--- config.mk ---
export PLATFORM = sky130hd
export DESIGN_NAME = tty_output_postprocessor_unit
export DESIGN_NICKNAME = d
export VERILOG_FILES = /design/src/hdl/ttyop_pkg.sv /design/src/hdl/ttyop_csr.sv /design/src/hdl/ttyop_rem.sv /design/src/hdl/ttyop_dpath.sv /design/src/hdl/ttyop_ctrl.sv /design/src/hdl/tty_output_postprocessor_unit.sv
export VERILOG_INCLUDE_DIRS = /design/src /design/src/hdl
export SDC_FILE = /design/constraint.sdc
export NUM_CORES = 1
export LEC_CHECK = 0
export ABC_AREA = 1
export BUFFER_PORTS_ARGS = -buffer_cell sky130_fd_sc_hd__buf_2
export CAP_MARGIN = 20
export CORE_MARGIN = 2
export CORE_UTILIZATION = 30
export CTS_CLUSTER_SIZE = 30
export DETAILED_ROUTE_END_ITERATION = 6
export GPL_ROUTABILITY_DRIVEN = 0
export SYNTH_ARGS = -nofsm -noshare
export SYNTH_HDL_FRONTEND = slang
export SYNTH_HIERARCHICAL = 1
export SYNTH_SLANG_ARGS = --single-unit
--- constraint.sdc ---
create_clock -name clock -period 4.53 [get_ports clock]
set_input_delay 0.453 -clock clock [delete_from_list [all_inputs] [get_ports clock]]
set_output_delay 0.453 -clock clock [all_outputs]
set_load 0.02 [all_outputs]
--- src/hdl/tty_output_postprocessor_unit_macros.svh ---
// Assertion macros for the RTL of the output post-processor.
`ifndef TTY_OUTPUT_POSTPROCESSOR_UNIT_MACROS_SVH
`define TTY_OUTPUT_POSTPROCESSOR_UNIT_MACROS_SVH

// Consequent must hold in the same cycle as the antecedent.
`define TTYOP_ASSERT_SAME(lbl, clk, rst, ante, cons, msg) \
   lbl: assert property (@(posedge clk) disable iff (rst) (ante) |-> (cons)) \
      else $error(msg);

// Consequent must hold in the cycle after the antecedent.
`define TTYOP_ASSERT_NEXT(lbl, clk, rst, ante, cons, msg) \
   lbl: assert property (@(posedge clk) disable iff (rst) (ante) |=> (cons)) \
      else $error(msg);

`endif

--- src/hdl/ttyop_pkg.sv ---
package ttyop_pkg;

   localparam int ByteWidth = 8;
   localparam int ColWidth  = 16;
   localparam int DvdWidth  = ColWidth + 1;
   localparam int CntWidth  = $clog2(DvdWidth + 1);
   localparam int AddrWidth = 5;
   localparam int DataWidth = 32;

   localparam logic [ByteWidth-1:0] ChNl = 8'h0A;
   localparam logic [ByteWidth-1:0] ChCr = 8'h0D;
   localparam logic [ByteWidth-1:0] ChBs = 8'h08;

   localparam logic [ColWidth-1:0] ScreenColsReset = 16'd80;

   typedef enum logic [2:0] {
      RegPostEnable = 3'd0,
      RegNlToCrnl   = 3'd1,
      RegCrToNl     = 3'd2,
      RegNoCrAtCol0 = 3'd3,
      RegNlResetsCol = 3'd4,
      RegScreenCols = 3'd5
   } reg_idx_type;

   typedef struct packed {
      logic                post_enable;
      logic                nl_to_crnl;
      logic                cr_to_nl;
      logic                no_cr_at_col0;
      logic                nl_resets_col;
      logic [ColWidth-1:0] screen_cols;
   } cfg_type;

   // Controller to datapath
   typedef struct packed {
      logic plan_load;
      logic fast_emit;
      logic div_start;
      logic div_commit;
      logic late_emit;
   } cmd_type;

   // Datapath to controller
   typedef struct packed {
      logic plan_empty;
      logic needs_div;
      logic div_done;
      logic out_free;
      logic last;
   } sts_type;

   typedef enum logic [3:0] {
      StIdle = 4'b0001,
      StCol  = 4'b0010,
      StDiv  = 4'b0100,
      StPush = 4'b1000
   } state_type;

endpackage

--- src/hdl/ttyop_csr.sv ---
module ttyop_csr (
   input  logic                           clock,
   input  logic                           reset,
   input  logic                           csr_psel,
   input  logic                           csr_penable,
   input  logic                           csr_pwrite,
   input  logic [ttyop_pkg::AddrWidth-1:0] csr_paddr,
   input  logic [ttyop_pkg::DataWidth-1:0] csr_pwdata,
   output logic [ttyop_pkg::DataWidth-1:0] csr_prdata,
   output logic                           csr_pready,
   output ttyop_pkg::cfg_type             cfg
);
   import ttyop_pkg::*;

   cfg_type     cfg_ff;
   cfg_type     cfg_in;
   reg_idx_type idx;
   logic        wr_en;

   assign idx        = reg_idx_type'(csr_paddr[AddrWidth-1:2]);
   assign wr_en      = csr_psel & csr_penable & csr_pwrite;
   assign csr_pready = 1'b1;
   assign cfg        = cfg_ff;

   always_comb begin
      cfg_in = cfg_ff;
      if (wr_en) begin
         unique case (idx)
            RegPostEnable:  cfg_in.post_enable   = csr_pwdata[0];
            RegNlToCrnl:    cfg_in.nl_to_crnl    = csr_pwdata[0];
            RegCrToNl:      cfg_in.cr_to_nl      = csr_pwdata[0];
            RegNoCrAtCol0:  cfg_in.no_cr_at_col0 = csr_pwdata[0];
            RegNlResetsCol: cfg_in.nl_resets_col = csr_pwdata[0];
            RegScreenCols:  cfg_in.screen_cols   = csr_pwdata[ColWidth-1:0];
            default:        cfg_in = cfg_ff;
         endcase
      end
   end

   always_comb begin
      unique case (idx)
         RegPostEnable:  csr_prdata = DataWidth'(cfg_ff.post_enable);
         RegNlToCrnl:    csr_prdata = DataWidth'(cfg_ff.nl_to_crnl);
         RegCrToNl:      csr_prdata = DataWidth'(cfg_ff.cr_to_nl);
         RegNoCrAtCol0:  csr_prdata = DataWidth'(cfg_ff.no_cr_at_col0);
         RegNlResetsCol: csr_prdata = DataWidth'(cfg_ff.nl_resets_col);
         RegScreenCols:  csr_prdata = DataWidth'(cfg_ff.screen_cols);
         default:        csr_prdata = '0;
      endcase
   end

   always_ff @(posedge clock) begin
      if (reset) begin
         cfg_ff.post_enable   <= 1'b1;
         cfg_ff.nl_to_crnl    <= 1'b1;
         cfg_ff.cr_to_nl      <= 1'b0;
         cfg_ff.no_cr_at_col0 <= 1'b0;
         cfg_ff.nl_resets_col <= 1'b0;
         cfg_ff.screen_cols   <= ScreenColsReset;
      end else begin
         cfg_ff <= cfg_in;
      end
   end

endmodule

--- src/hdl/ttyop_rem.sv ---
module ttyop_rem (
   input  logic                          clock,
   input  logic                          reset,
   input  logic                          start,
   input  logic [ttyop_pkg::DvdWidth-1:0] dividend,
   input  logic [ttyop_pkg::ColWidth-1:0] divisor,
   output logic                          done,
   output logic [ttyop_pkg::ColWidth-1:0] remainder
);
   import ttyop_pkg::*;

   logic                busy_ff;
   logic                done_ff;
   logic [CntWidth-1:0] cnt_ff;
   logic [DvdWidth-1:0] dvd_ff;
   logic [ColWidth-1:0] rem_ff;
   logic [DvdWidth-1:0] trial;
   logic [DvdWidth-1:0] dsr_ext;
   logic [ColWidth-1:0] rem_in;

   // Restoring remainder: one dividend bit per cycle.
   assign trial   = {rem_ff, dvd_ff[DvdWidth-1]};
   assign dsr_ext = {1'b0, divisor};

   always_comb begin
      if (trial >= dsr_ext) begin
         rem_in = ColWidth'(trial - dsr_ext);
      end else begin
         rem_in = trial[ColWidth-1:0];
      end
   end

   always_ff @(posedge clock) begin
      if (reset) begin
         busy_ff <= 1'b0;
         done_ff <= 1'b0;
         cnt_ff  <= '0;
      end else begin
         done_ff <= 1'b0;
         if (start) begin
            busy_ff <= 1'b1;
            cnt_ff  <= CntWidth'(DvdWidth);
         end else if (busy_ff) begin
            cnt_ff <= cnt_ff - 1'b1;
            if (cnt_ff == CntWidth'(1)) begin
               busy_ff <= 1'b0;
               done_ff <= 1'b1;
            end
         end
      end
   end

   always_ff @(posedge clock) begin
      if (start) begin
         rem_ff <= '0;
         dvd_ff <= dividend;
      end else if (busy_ff) begin
         rem_ff <= rem_in;
         dvd_ff <= {dvd_ff[DvdWidth-2:0], 1'b0};
      end
   end

   assign done      = done_ff;
   assign remainder = rem_ff;

endmodule

--- src/hdl/ttyop_dpath.sv ---
`include "tty_output_postprocessor_unit_macros.svh"

module ttyop_dpath (
   input  logic                           clock,
   input  logic                           reset,
   input  ttyop_pkg::cfg_type             cfg,
   input  ttyop_pkg::cmd_type             cmd,
   output ttyop_pkg::sts_type             sts,
   input  logic [ttyop_pkg::ByteWidth-1:0] req_in_byte,
   input  logic                           rsp_ready,
   output logic                           rsp_valid,
   output logic [ttyop_pkg::ByteWidth-1:0] rsp_out_byte,
   output logic [ttyop_pkg::ColWidth-1:0]  rsp_column_after,
   output logic                           rsp_last_of_run
);
   import ttyop_pkg::*;

   logic [ColWidth-1:0]  column_ff;
   logic [ByteWidth-1:0] byte0_ff;
   logic [ByteWidth-1:0] byte1_ff;
   logic                 two_ff;
   logic                 idx_ff;
   logic                 rsp_valid_ff;
   logic [ByteWidth-1:0] out_byte_ff;
   logic [ColWidth-1:0]  out_col_ff;
   logic                 out_last_ff;

   logic [ByteWidth-1:0] plan_byte0;
   logic                 plan_two;
   logic                 plan_empty;
   logic [ByteWidth-1:0] cur_byte;
   logic                 cur_plain;
   logic                 last;
   logic [DvdWidth-1:0]  inc;
   logic [DvdWidth-1:0]  cols_ext;
   logic [DvdWidth-1:0]  cols_dbl;
   logic [ColWidth-1:0]  col_fast;
   logic                 needs_div;
   logic                 div_done;
   logic [ColWidth-1:0]  rem;
   logic                 emit;

   // Translation plan for the byte at the input port.
   always_comb begin
      plan_byte0 = req_in_byte;
      plan_two   = 1'b0;
      plan_empty = 1'b0;
      if (cfg.post_enable && req_in_byte == ChNl) begin
         if (cfg.nl_to_crnl) begin
            plan_byte0 = ChCr;
            plan_two   = 1'b1;
         end else begin
            plan_byte0 = ChNl;
         end
      end else if (cfg.post_enable && req_in_byte == ChCr) begin
         if (cfg.cr_to_nl) begin
            plan_byte0 = ChNl;
         end else if (cfg.no_cr_at_col0 && column_ff == '0) begin
            plan_empty = 1'b1;
         end else begin
            plan_byte0 = ChCr;
         end
      end else begin
         plan_byte0 = req_in_byte;
      end
   end

   assign cur_byte  = idx_ff ? byte1_ff : byte0_ff;
   assign last      = !two_ff || idx_ff;
   assign cur_plain = (cur_byte != ChCr) && (cur_byte != ChNl) && (cur_byte != ChBs);

   // Fast column update; a plain byte whose increment reaches twice the nonzero width needs the remainder unit.
   assign inc      = {1'b0, column_ff} + DvdWidth'(1);
   assign cols_ext = {1'b0, cfg.screen_cols};
   assign cols_dbl = {cfg.screen_cols, 1'b0};

   always_comb begin
      needs_div = 1'b0;
      if (cur_byte == ChCr) begin
         col_fast = '0;
      end else if (cur_byte == ChNl) begin
         col_fast = cfg.nl_resets_col ? '0 : column_ff;
      end else if (cur_byte == ChBs) begin
         col_fast = (column_ff == '0) ? '0 : column_ff - 1'b1;
      end else if (cfg.screen_cols == '0) begin
         col_fast = inc[ColWidth-1:0];
      end else if (inc < cols_ext) begin
         col_fast = inc[ColWidth-1:0];
      end else if (inc < cols_dbl) begin
         col_fast = ColWidth'(inc - cols_ext);
      end else begin
         needs_div = 1'b1;
         col_fast  = column_ff;
      end
   end

   ttyop_rem u_rem (
      .clock     (clock),
      .reset     (reset),
      .start     (cmd.div_start),
      .dividend  (inc),
      .divisor   (cfg.screen_cols),
      .done      (div_done),
      .remainder (rem)
   );

   assign emit = cmd.fast_emit | cmd.late_emit;

   always_ff @(posedge clock) begin
      if (reset) begin
         column_ff    <= '0;
         two_ff       <= 1'b0;
         idx_ff       <= 1'b0;
         rsp_valid_ff <= 1'b0;
      end else begin
         if (cmd.fast_emit) begin
            column_ff <= col_fast;
         end else if (cmd.div_commit) begin
            column_ff <= rem;
         end
         if (cmd.plan_load) begin
            two_ff <= plan_two;
            idx_ff <= 1'b0;
         end else if (emit) begin
            idx_ff <= 1'b1;
         end
         if (emit) begin
            rsp_valid_ff <= 1'b1;
         end else if (rsp_ready) begin
            rsp_valid_ff <= 1'b0;
         end
      end
   end

   always_ff @(posedge clock) begin
      if (cmd.plan_load) begin
         byte0_ff <= plan_byte0;
         byte1_ff <= ChNl;
      end
      if (emit) begin
         out_byte_ff <= cur_byte;
         out_last_ff <= last;
         out_col_ff  <= cmd.fast_emit ? col_fast : column_ff;
      end
   end

   assign sts.plan_empty = plan_empty;
   assign sts.needs_div  = needs_div;
   assign sts.div_done   = div_done;
   assign sts.out_free   = !rsp_valid_ff || rsp_ready;
   assign sts.last       = last;

   assign rsp_valid        = rsp_valid_ff;
   assign rsp_out_byte     = out_byte_ff;
   assign rsp_column_after = out_col_ff;
   assign rsp_last_of_run  = out_last_ff;

   `TTYOP_ASSERT_SAME(a_no_overwrite, clock, reset, emit, (!rsp_valid_ff || rsp_ready), "result beat overwritten before taken")
   `TTYOP_ASSERT_NEXT(a_col_in_range, clock, reset, (cmd.fast_emit && cur_plain && cfg.screen_cols != '0), (column_ff < cfg.screen_cols), "column left the screen width")
   `TTYOP_ASSERT_SAME(a_rem_in_range, clock, reset, cmd.div_commit, (div_done && rem < cfg.screen_cols), "remainder committed before done or out of range")

endmodule

--- src/hdl/ttyop_ctrl.sv ---
module ttyop_ctrl (
   input  logic               clock,
   input  logic               reset,
   input  logic               req_valid,
   output logic               req_ready,
   input  ttyop_pkg::sts_type sts,
   output ttyop_pkg::cmd_type cmd
);
   import ttyop_pkg::*;

   state_type state_ff;
   state_type state_in;

   always_comb begin
      cmd       = '0;
      state_in  = state_ff;
      req_ready = 1'b0;
      unique case (state_ff)
         StIdle: begin
            req_ready = 1'b1;
            if (req_valid) begin
               cmd.plan_load = 1'b1;
               if (!sts.plan_empty) begin
                  state_in = StCol;
               end
            end
         end
         StCol: begin
            if (sts.needs_div) begin
               cmd.div_start = 1'b1;
               state_in      = StDiv;
            end else if (sts.out_free) begin
               cmd.fast_emit = 1'b1;
               state_in      = sts.last ? StIdle : StCol;
            end
         end
         StDiv: begin
            if (sts.div_done) begin
               cmd.div_commit = 1'b1;
               state_in       = StPush;
            end
         end
         StPush: begin
            if (sts.out_free) begin
               cmd.late_emit = 1'b1;
               state_in      = sts.last ? StIdle : StCol;
            end
         end
         default: begin
            state_in = StIdle;
         end
      endcase
   end

   always_ff @(posedge clock) begin
      if (reset) begin
         state_ff <= StIdle;
      end else begin
         state_ff <= state_in;
      end
   end

endmodule

--- src/hdl/tty_output_postprocessor_unit.sv ---
// A result beat is offered from the output register, which the sequencer loads from the
// byte plan registers after it leaves idle; the NL of a CR NL pair follows the CR.
// A new input is taken only in idle, once every byte of the previous one has been emitted.
// A column wrap that needs a true remainder (column+1 at least twice the width) waits on
// the bit-serial remainder unit (one dividend bit per cycle, 17 bits).
// Reset: synchronous, active high; registers to defaults, column to zero, no beat held.
module tty_output_postprocessor_unit (
   input  logic                           clock,
   input  logic                           reset,
   // input channel
   input  logic                           req_valid,
   output logic                           req_ready,
   input  logic [ttyop_pkg::ByteWidth-1:0] req_in_byte,
   // result channel
   output logic                           rsp_valid,
   input  logic                           rsp_ready,
   output logic [ttyop_pkg::ByteWidth-1:0] rsp_out_byte,
   output logic [ttyop_pkg::ColWidth-1:0]  rsp_column_after,
   output logic                           rsp_last_of_run,
   // configuration port
   input  logic                           csr_psel,
   input  logic                           csr_penable,
   input  logic                           csr_pwrite,
   input  logic [ttyop_pkg::AddrWidth-1:0] csr_paddr,
   input  logic [ttyop_pkg::DataWidth-1:0] csr_pwdata,
   output logic [ttyop_pkg::DataWidth-1:0] csr_prdata,
   output logic                           csr_pready
);
   import ttyop_pkg::*;

   // Output flags and screen width, one register per word address.
   cfg_type cfg;
   // Handshake between the sequencer and the datapath.
   cmd_type cmd;
   sts_type sts;

   ttyop_csr u_csr (
      .clock       (clock),
      .reset       (reset),
      .csr_psel    (csr_psel),
      .csr_penable (csr_penable),
      .csr_pwrite  (csr_pwrite),
      .csr_paddr   (csr_paddr),
      .csr_pwdata  (csr_pwdata),
      .csr_prdata  (csr_prdata),
      .csr_pready  (csr_pready),
      .cfg         (cfg)
   );

   // Sequencer: take a beat, then step through the one or two bytes it
   // translates into, waiting on the remainder unit or the output
   // register where needed. A dropped carriage return keeps the sequencer
   // in idle without producing a beat.
   ttyop_ctrl u_ctrl (
      .clock     (clock),
      .reset     (reset),
      .req_valid (req_valid),
      .req_ready (req_ready),
      .sts       (sts),
      .cmd       (cmd)
   );

   // Datapath: translation plan, column tracking, remainder unit and the
   // output register. The output register lets a new input beat be
   // taken while the previous result still waits downstream.
   ttyop_dpath u_dpath (
      .clock            (clock),
      .reset            (reset),
      .cfg              (cfg),
      .cmd              (cmd),
      .sts              (sts),
      .req_in_byte      (req_in_byte),
      .rsp_ready        (rsp_ready),
      .rsp_valid        (rsp_valid),
      .rsp_out_byte     (rsp_out_byte),
      .rsp_column_after (rsp_column_after),
      .rsp_last_of_run  (rsp_last_of_run)
   );

endmodule

# [Yosys cells after proc, flatten, opt, wreduce, memory -nomap -nowiden]
# Index checks and enable logic that the tools add are counted.
[classes] n_eq_ne=18 magnitude_cmp=3 n_addsub=5 bitwise_logic=4 reduce_logical=23 mux=58
[ops] op="$mux 16" n=12
[ops] op="$pmux 16 s6" n=1
[ops] op="$eq 8x4->1 const B" n=5
[ops] op="$mux 8" n=5
[ops] op="$mux 17" n=2
[ops] op="$logic_not 16->1" n=2
[ops] op="$sub 16x16->16" n=2
[ops] op="$mux 1" n=27
[ops] op="$mux 4" n=5
[ops] op="$add 16x1->17 const B" n=1
[ops] op="$ge 17x16->1" n=1
[ops] op="$lt 17x16->1" n=1
[ops] op="$lt 17x17->1" n=1
[ops] op="$pmux 4 s4" n=1
[ops] op="$sub 16x1->16 const B" n=1
[ops] op="$reduce_and 2->1" n=6
[ops] op="$mux 5" n=2
[ops] op="$eq 3x2->1 const B" n=2
[ops] op="$eq 3x3->1 const B" n=2
[ops] op="$reduce_bool 2->1" n=3
[ops] op="$eq 5x1->1 const B" n=1
[ops] op="$sub 5x1->5 const B" n=1
[ops] op="$eq 4x1->1 const B" n=1
[ops] op="$eq 4x2->1 const B" n=1
[ops] op="17 further kinds" n=25
[totals] elab_cells=132 register_bits=117 inputBits=52 out_inout_bits=60

# [Logic depth before layout (Yosys ltp)]
[depth] depth_word=12 ltp_mapped=30 mapped_depth_nobuf=27

# [Modules after synthesis]
# Netlist, hierarchy kept.
[by_module_without_submodules] mod="ttyop_dpath" n_inst=1 area_each_um2=5153.7 seq_area_each_um2=1371.3 cells_per_inst=798
[by_module_without_submodules] mod="ttyop_rem" n_inst=1 area_each_um2=3045.4 seq_area_each_um2=970.9 cells_per_inst=436
[by_module_without_submodules] mod="ttyop_csr" n_inst=1 area_each_um2=1251.2 seq_area_each_um2=420.4 cells_per_inst=204
[by_module_without_submodules] mod="ttyop_ctrl" n_inst=1 area_each_um2=330.3 seq_area_each_um2=80.1 cells_per_inst=56

# [Worst setup path after synthesis]
# No wires, ideal clock.
[synth_timing] path_type="register to register" startpoint="register u_dpath.column_ff[0]" endpoint="register u_dpath.u_rem.dvd_ff[0] (enable)" arrival_ns=3.653 path_slack_ns=0.499 path_buffers=3 stages_incl_launch_ff=24 cell_sequence="dfxtp_1 > ha_1 > nand2_1 > nor2_2 > nand2_1 > nor2_1 > xor2_1 > inv_1 > ha_1 > nand2_1 > nor2_1 > nand3_1 > nand3_1 > nand2_2 > nand2_1 > nand2_4 > buf_6 > nor4_1 > buf_4 > nand2_1 > inv_1 > clkbuf_1 > nor2_1 > inv_1"
[synth_rtl] element="from (decl)" line_no="ttyop_dpath.sv:18" rtl="logic [ColWidth-1:0] column_ff;"
[synth_rtl] element="from (signal assigned)" line_no="ttyop_dpath.sv:117" rtl="column_ff <= col_fast;"
[synth_rtl] element="from (signal assigned)" line_no="ttyop_dpath.sv:119" rtl="column_ff <= rem;"
[synth_rtl] element="to (signal assigned)" line_no="ttyop_rem.sv:56" rtl="dvd_ff <= dividend;"
[synth_rtl] element="to (signal assigned)" line_no="ttyop_rem.sv:59" rtl="dvd_ff <= {dvd_ff[DvdWidth-2:0], 1'b0};"
[synth_rtl] element="to (decl)" line_no="ttyop_rem.sv:15" rtl="logic [DvdWidth-1:0] dvd_ff;"

==> impl_metrics.py <==
metrics = {
    "pwr": {
        "p_comb_share_pct": 55.0,
        "power_density_nw_per_um2": 514.3,
        "p_int_mw": 3.073,
        "ir_drop_uv": 419.4,
        "p_leak_nw": 5.727,
        "power.switching_mw": 2.791,
        "p_clk_share_pct": 22.3,
        "p_sw_share_pct": 47.60,
        "seqPwrFrac_pct": 22.6,
    },
    "logic_synthesis": {
        "synth_edf_count": 50,
        "synthCells": 1494,
        "ys_seq_area_share_pct": 29.06,
        "synth_top_cell_by_area": "nand2_1",
        "async_flop_share_pct": 0,
        "yosysWarningCount": 6,
        "synth-seq-cells": 117,
        "avgSynthCellArea_sq_um": 6.547,
        "yosysUniqueCellTypes": 52,
        "synth-main-ff-cell": "dfxtp_1",
        "yosysTopAreaCellShare_pct": 16.31,
        "syn_area_sq_um": 9781,
        "synth_area_leaders": "nand2_1 16%, edfxtp_1 15%, dfxtp_1 14%, inv_1 9.3%, ha_1 6.5%",
    },
    "sta": {
        "setup_slack_ps": 285.4,
        "fmax_mhz": 235.6,
        "finalHoldViolations": 0,
        "tightestPinTransition_ps": 684.2,
        "fin_crit_ps": 4245,
        "final-max-slew-violation-count": 0,
        "fin_worst_skew_ps": 13.26,
        "setup_viol": 0,
        "slew_headroom_pct": 54.34,
        "finalCritPeriodShare_pct": 93.70,
    },
    "finish": {
        "drive_above_1_share_pct": 15.75,
        "fin_area_sq_um": 11400,
        "mostFrequentLayoutCell": "nand2_1",
        "layout_common_cells": "425 x nand2_1, 243 x inv_1, 145 x nor2_1",
        "diodes": 0,
        "fin_nets": 1698,
        "area_delta_synth_final_pct": 16.57,
    },
    "cts": {
        "clkTransAtPathRegs_ps": 60,
        "h-tree-depth": 4,
        "cts.sinks": 117,
        "clockBufferDepth": 2,
        "cts_tree": "built",
        "cts_hold_buf": 0,
        "cts_root_buffer": "clkbuf_16",
        "insertion_delay_ps": 430,
        "cts_buffers": 17,
        "post-cts-setup-buffers": 0,
    },
    "detailed_routing": {
        "routed-via-count": 9540,
        "wire_per_inst_um": 13.92,
        "firstDrtPassIters": 5,
        "avgViaCountPerCell": 4.658,
        "wl_um": 28500,
        "drt_iter0_markers": 790,
        "drc": 0,
        "antenna_left": 0,
    },
    "global_routing": {
        "grt.total_usage_pct": 16.98,
        "overflow": 0,
        "grt_pass1_wl_um": 45520,
        "antenna_found_initial": 0,
        "grt_max_degree": 31,
        "grt_pass1_vias": 8833,
    },
    "critical_path": {
        "crit_buf_inv": 6,
        "worstSetupPathType": "reg -> reg",
        "cpPeakStageDelay_ps": 420,
        "critPathMaxFanout": 18,
        "cp-start-kind": "register",
        "endpoint_kind": "register",
        "crit_top_cell": "nand2_1",
        "cpLargestDelayFamily": "simple AND/OR/NAND/NOR gates",
        "crit_arrival_ps": 4530,
        "crit_slowest_cell": "dfxtp_1",
        "cp.required_ps": 4810,
    },
    "floorplan": {
        "rows": 66,
        "die_w_um": 184.6,
        "fp.dieH_um": 184.6,
        "coreArea_sq_um": 32290,
        "dieArea_sq_um": 34060,
        "start_util_pct": 30.29,
        "ios": 112,
    },
    "status": {
        "status": "finished, final reports clean",
    },
    "placement": {
        "hpwl_um": 22780,
        "pre_cts_ws_ps": 102.7,
        "io_buffer_count": 76,
        "placed_area_sq_um": 10760,
    },
    "min_path": {
        "hp-class": "in -> reg",
    },
    "run": {
        "maxCapViolCount": 0,
    },
}
cell usage after synthesis, types with 11 or more instances:
master    count
nand2_1     425
inv_1       243
nor2_1      147
nand3_1     102
o21ai_0      78
dfxtp_1      67
a21oi_1      65
ha_1         51
edfxtp_1     50
xor2_1       29
buf_4        27
nand3_2      19
nand2_2      18
nand4_1      18
clkbuf_1     17
nor3_1       15
buf_6        11
nor2_2       11
registers in the layout (all words and copies together), names as in the netlist, 4 cells and up:
signal                    cells
u_dpath/rsp_out_byte          8
u_csr/cfg                    21
u_dpath/u_rem/dvd_ff         17
u_dpath/column_ff            16
u_dpath/rsp_column_after     16
u_dpath/byte0_ff              8
u_dpath/u_rem/remainder      16
u_ctrl/state_ff               4
u_dpath/u_rem/cnt_ff          5
final cells by class:
type                            count  area [sq um]
Tap cell                          442         553.0
Timing Repair Buffer              134         878.3
Clock inverter                     14         126.4
Sequential cell                   117          2843
Inverter                          252         945.9
Multi-Input combinational cell   1071          5604
Clock buffer                       18         450.4
Fill cell                        3508         20890
cells by family after synthesis:
family          count (synthesis)  synth area share (%)
compound gates                170                 9.377
fa+ha+maj                      53                 6.934
flops                         117                 29.06
xor+xnor                       37                 3.313
other cells                     2               0.07678
simple gates                  794                 36.37
buf+inv                       321                 14.86
power by group through the flow:
| stage | clock network (mW) | logic, mW | registers, mW |
|---|---|---|---|
| after global routing | 1.38 | 3.62 | 1.34 |
| after detailed placement | 0 | 3.17 | 1.35 |
| final | 1.31 | 3.23 | 1.33 |
| after global placement | 0 | 3.13 | 1.34 |
| after floorplan | 0 | 2.59 | 1.32 |
| after CTS | 1.33 | 3.18 | 1.33 |
through the flow:
stage                     std cells  setup TNS (ps)  hold slack (ps)  util [%]  total power, mW
after floorplan                1509               0            442.2         -            3.908
after global placement         2016               0            461.4     33.33            4.473
after detailed placement       2016               0            478.4     33.33            4.517
after CTS                      2048               0            204.4     35.11            5.842
after global routing           2048          -4.310            201.1     35.31            6.344
final                          2048               0            219.1     35.31            5.864
worst paths after layout:
check / startpoint / to / slack, ps / depth (start not counted)
min: req_in_byte[7] / u_dpath/byte0_ff[7]$_SDFFCE_PP0P_ / 220 / 1
max: u_dpath/column_ff[1]$_SDFFE_PP0P_ / u_dpath/column_ff[2]$_SDFFE_PP0P_ / 290 / 25
min reg2reg: u_dpath/u_rem/remainder[8]$_SDFFE_PP0P_ / u_dpath/u_rem/remainder[8]$_SDFFE_PP0P_ / 490 / 2
max reg2reg: u_dpath/column_ff[1]$_SDFFE_PP0P_ / u_dpath/column_ff[2]$_SDFFE_PP0P_ / 290 / 25
per-layer routing:
layer | share of wire (%) | global-route usage [%] | wire (um)
met1 | 46 | 22.12 | 13130
met4 | 2.9 | 6.432 | 818
met3 | 5.0 | 2.411 | 1413
met5 | 0 | 0 | 0
met2 | 46 | 28.41 | 13140
timing repair:
action                                  4_1_cts  5_1_grt
endpoints found under the hold margin         0        0
gates resized for setup                       0       11
endpoints found under the setup margin        0       98
Power figures use the tool's default switching activity.
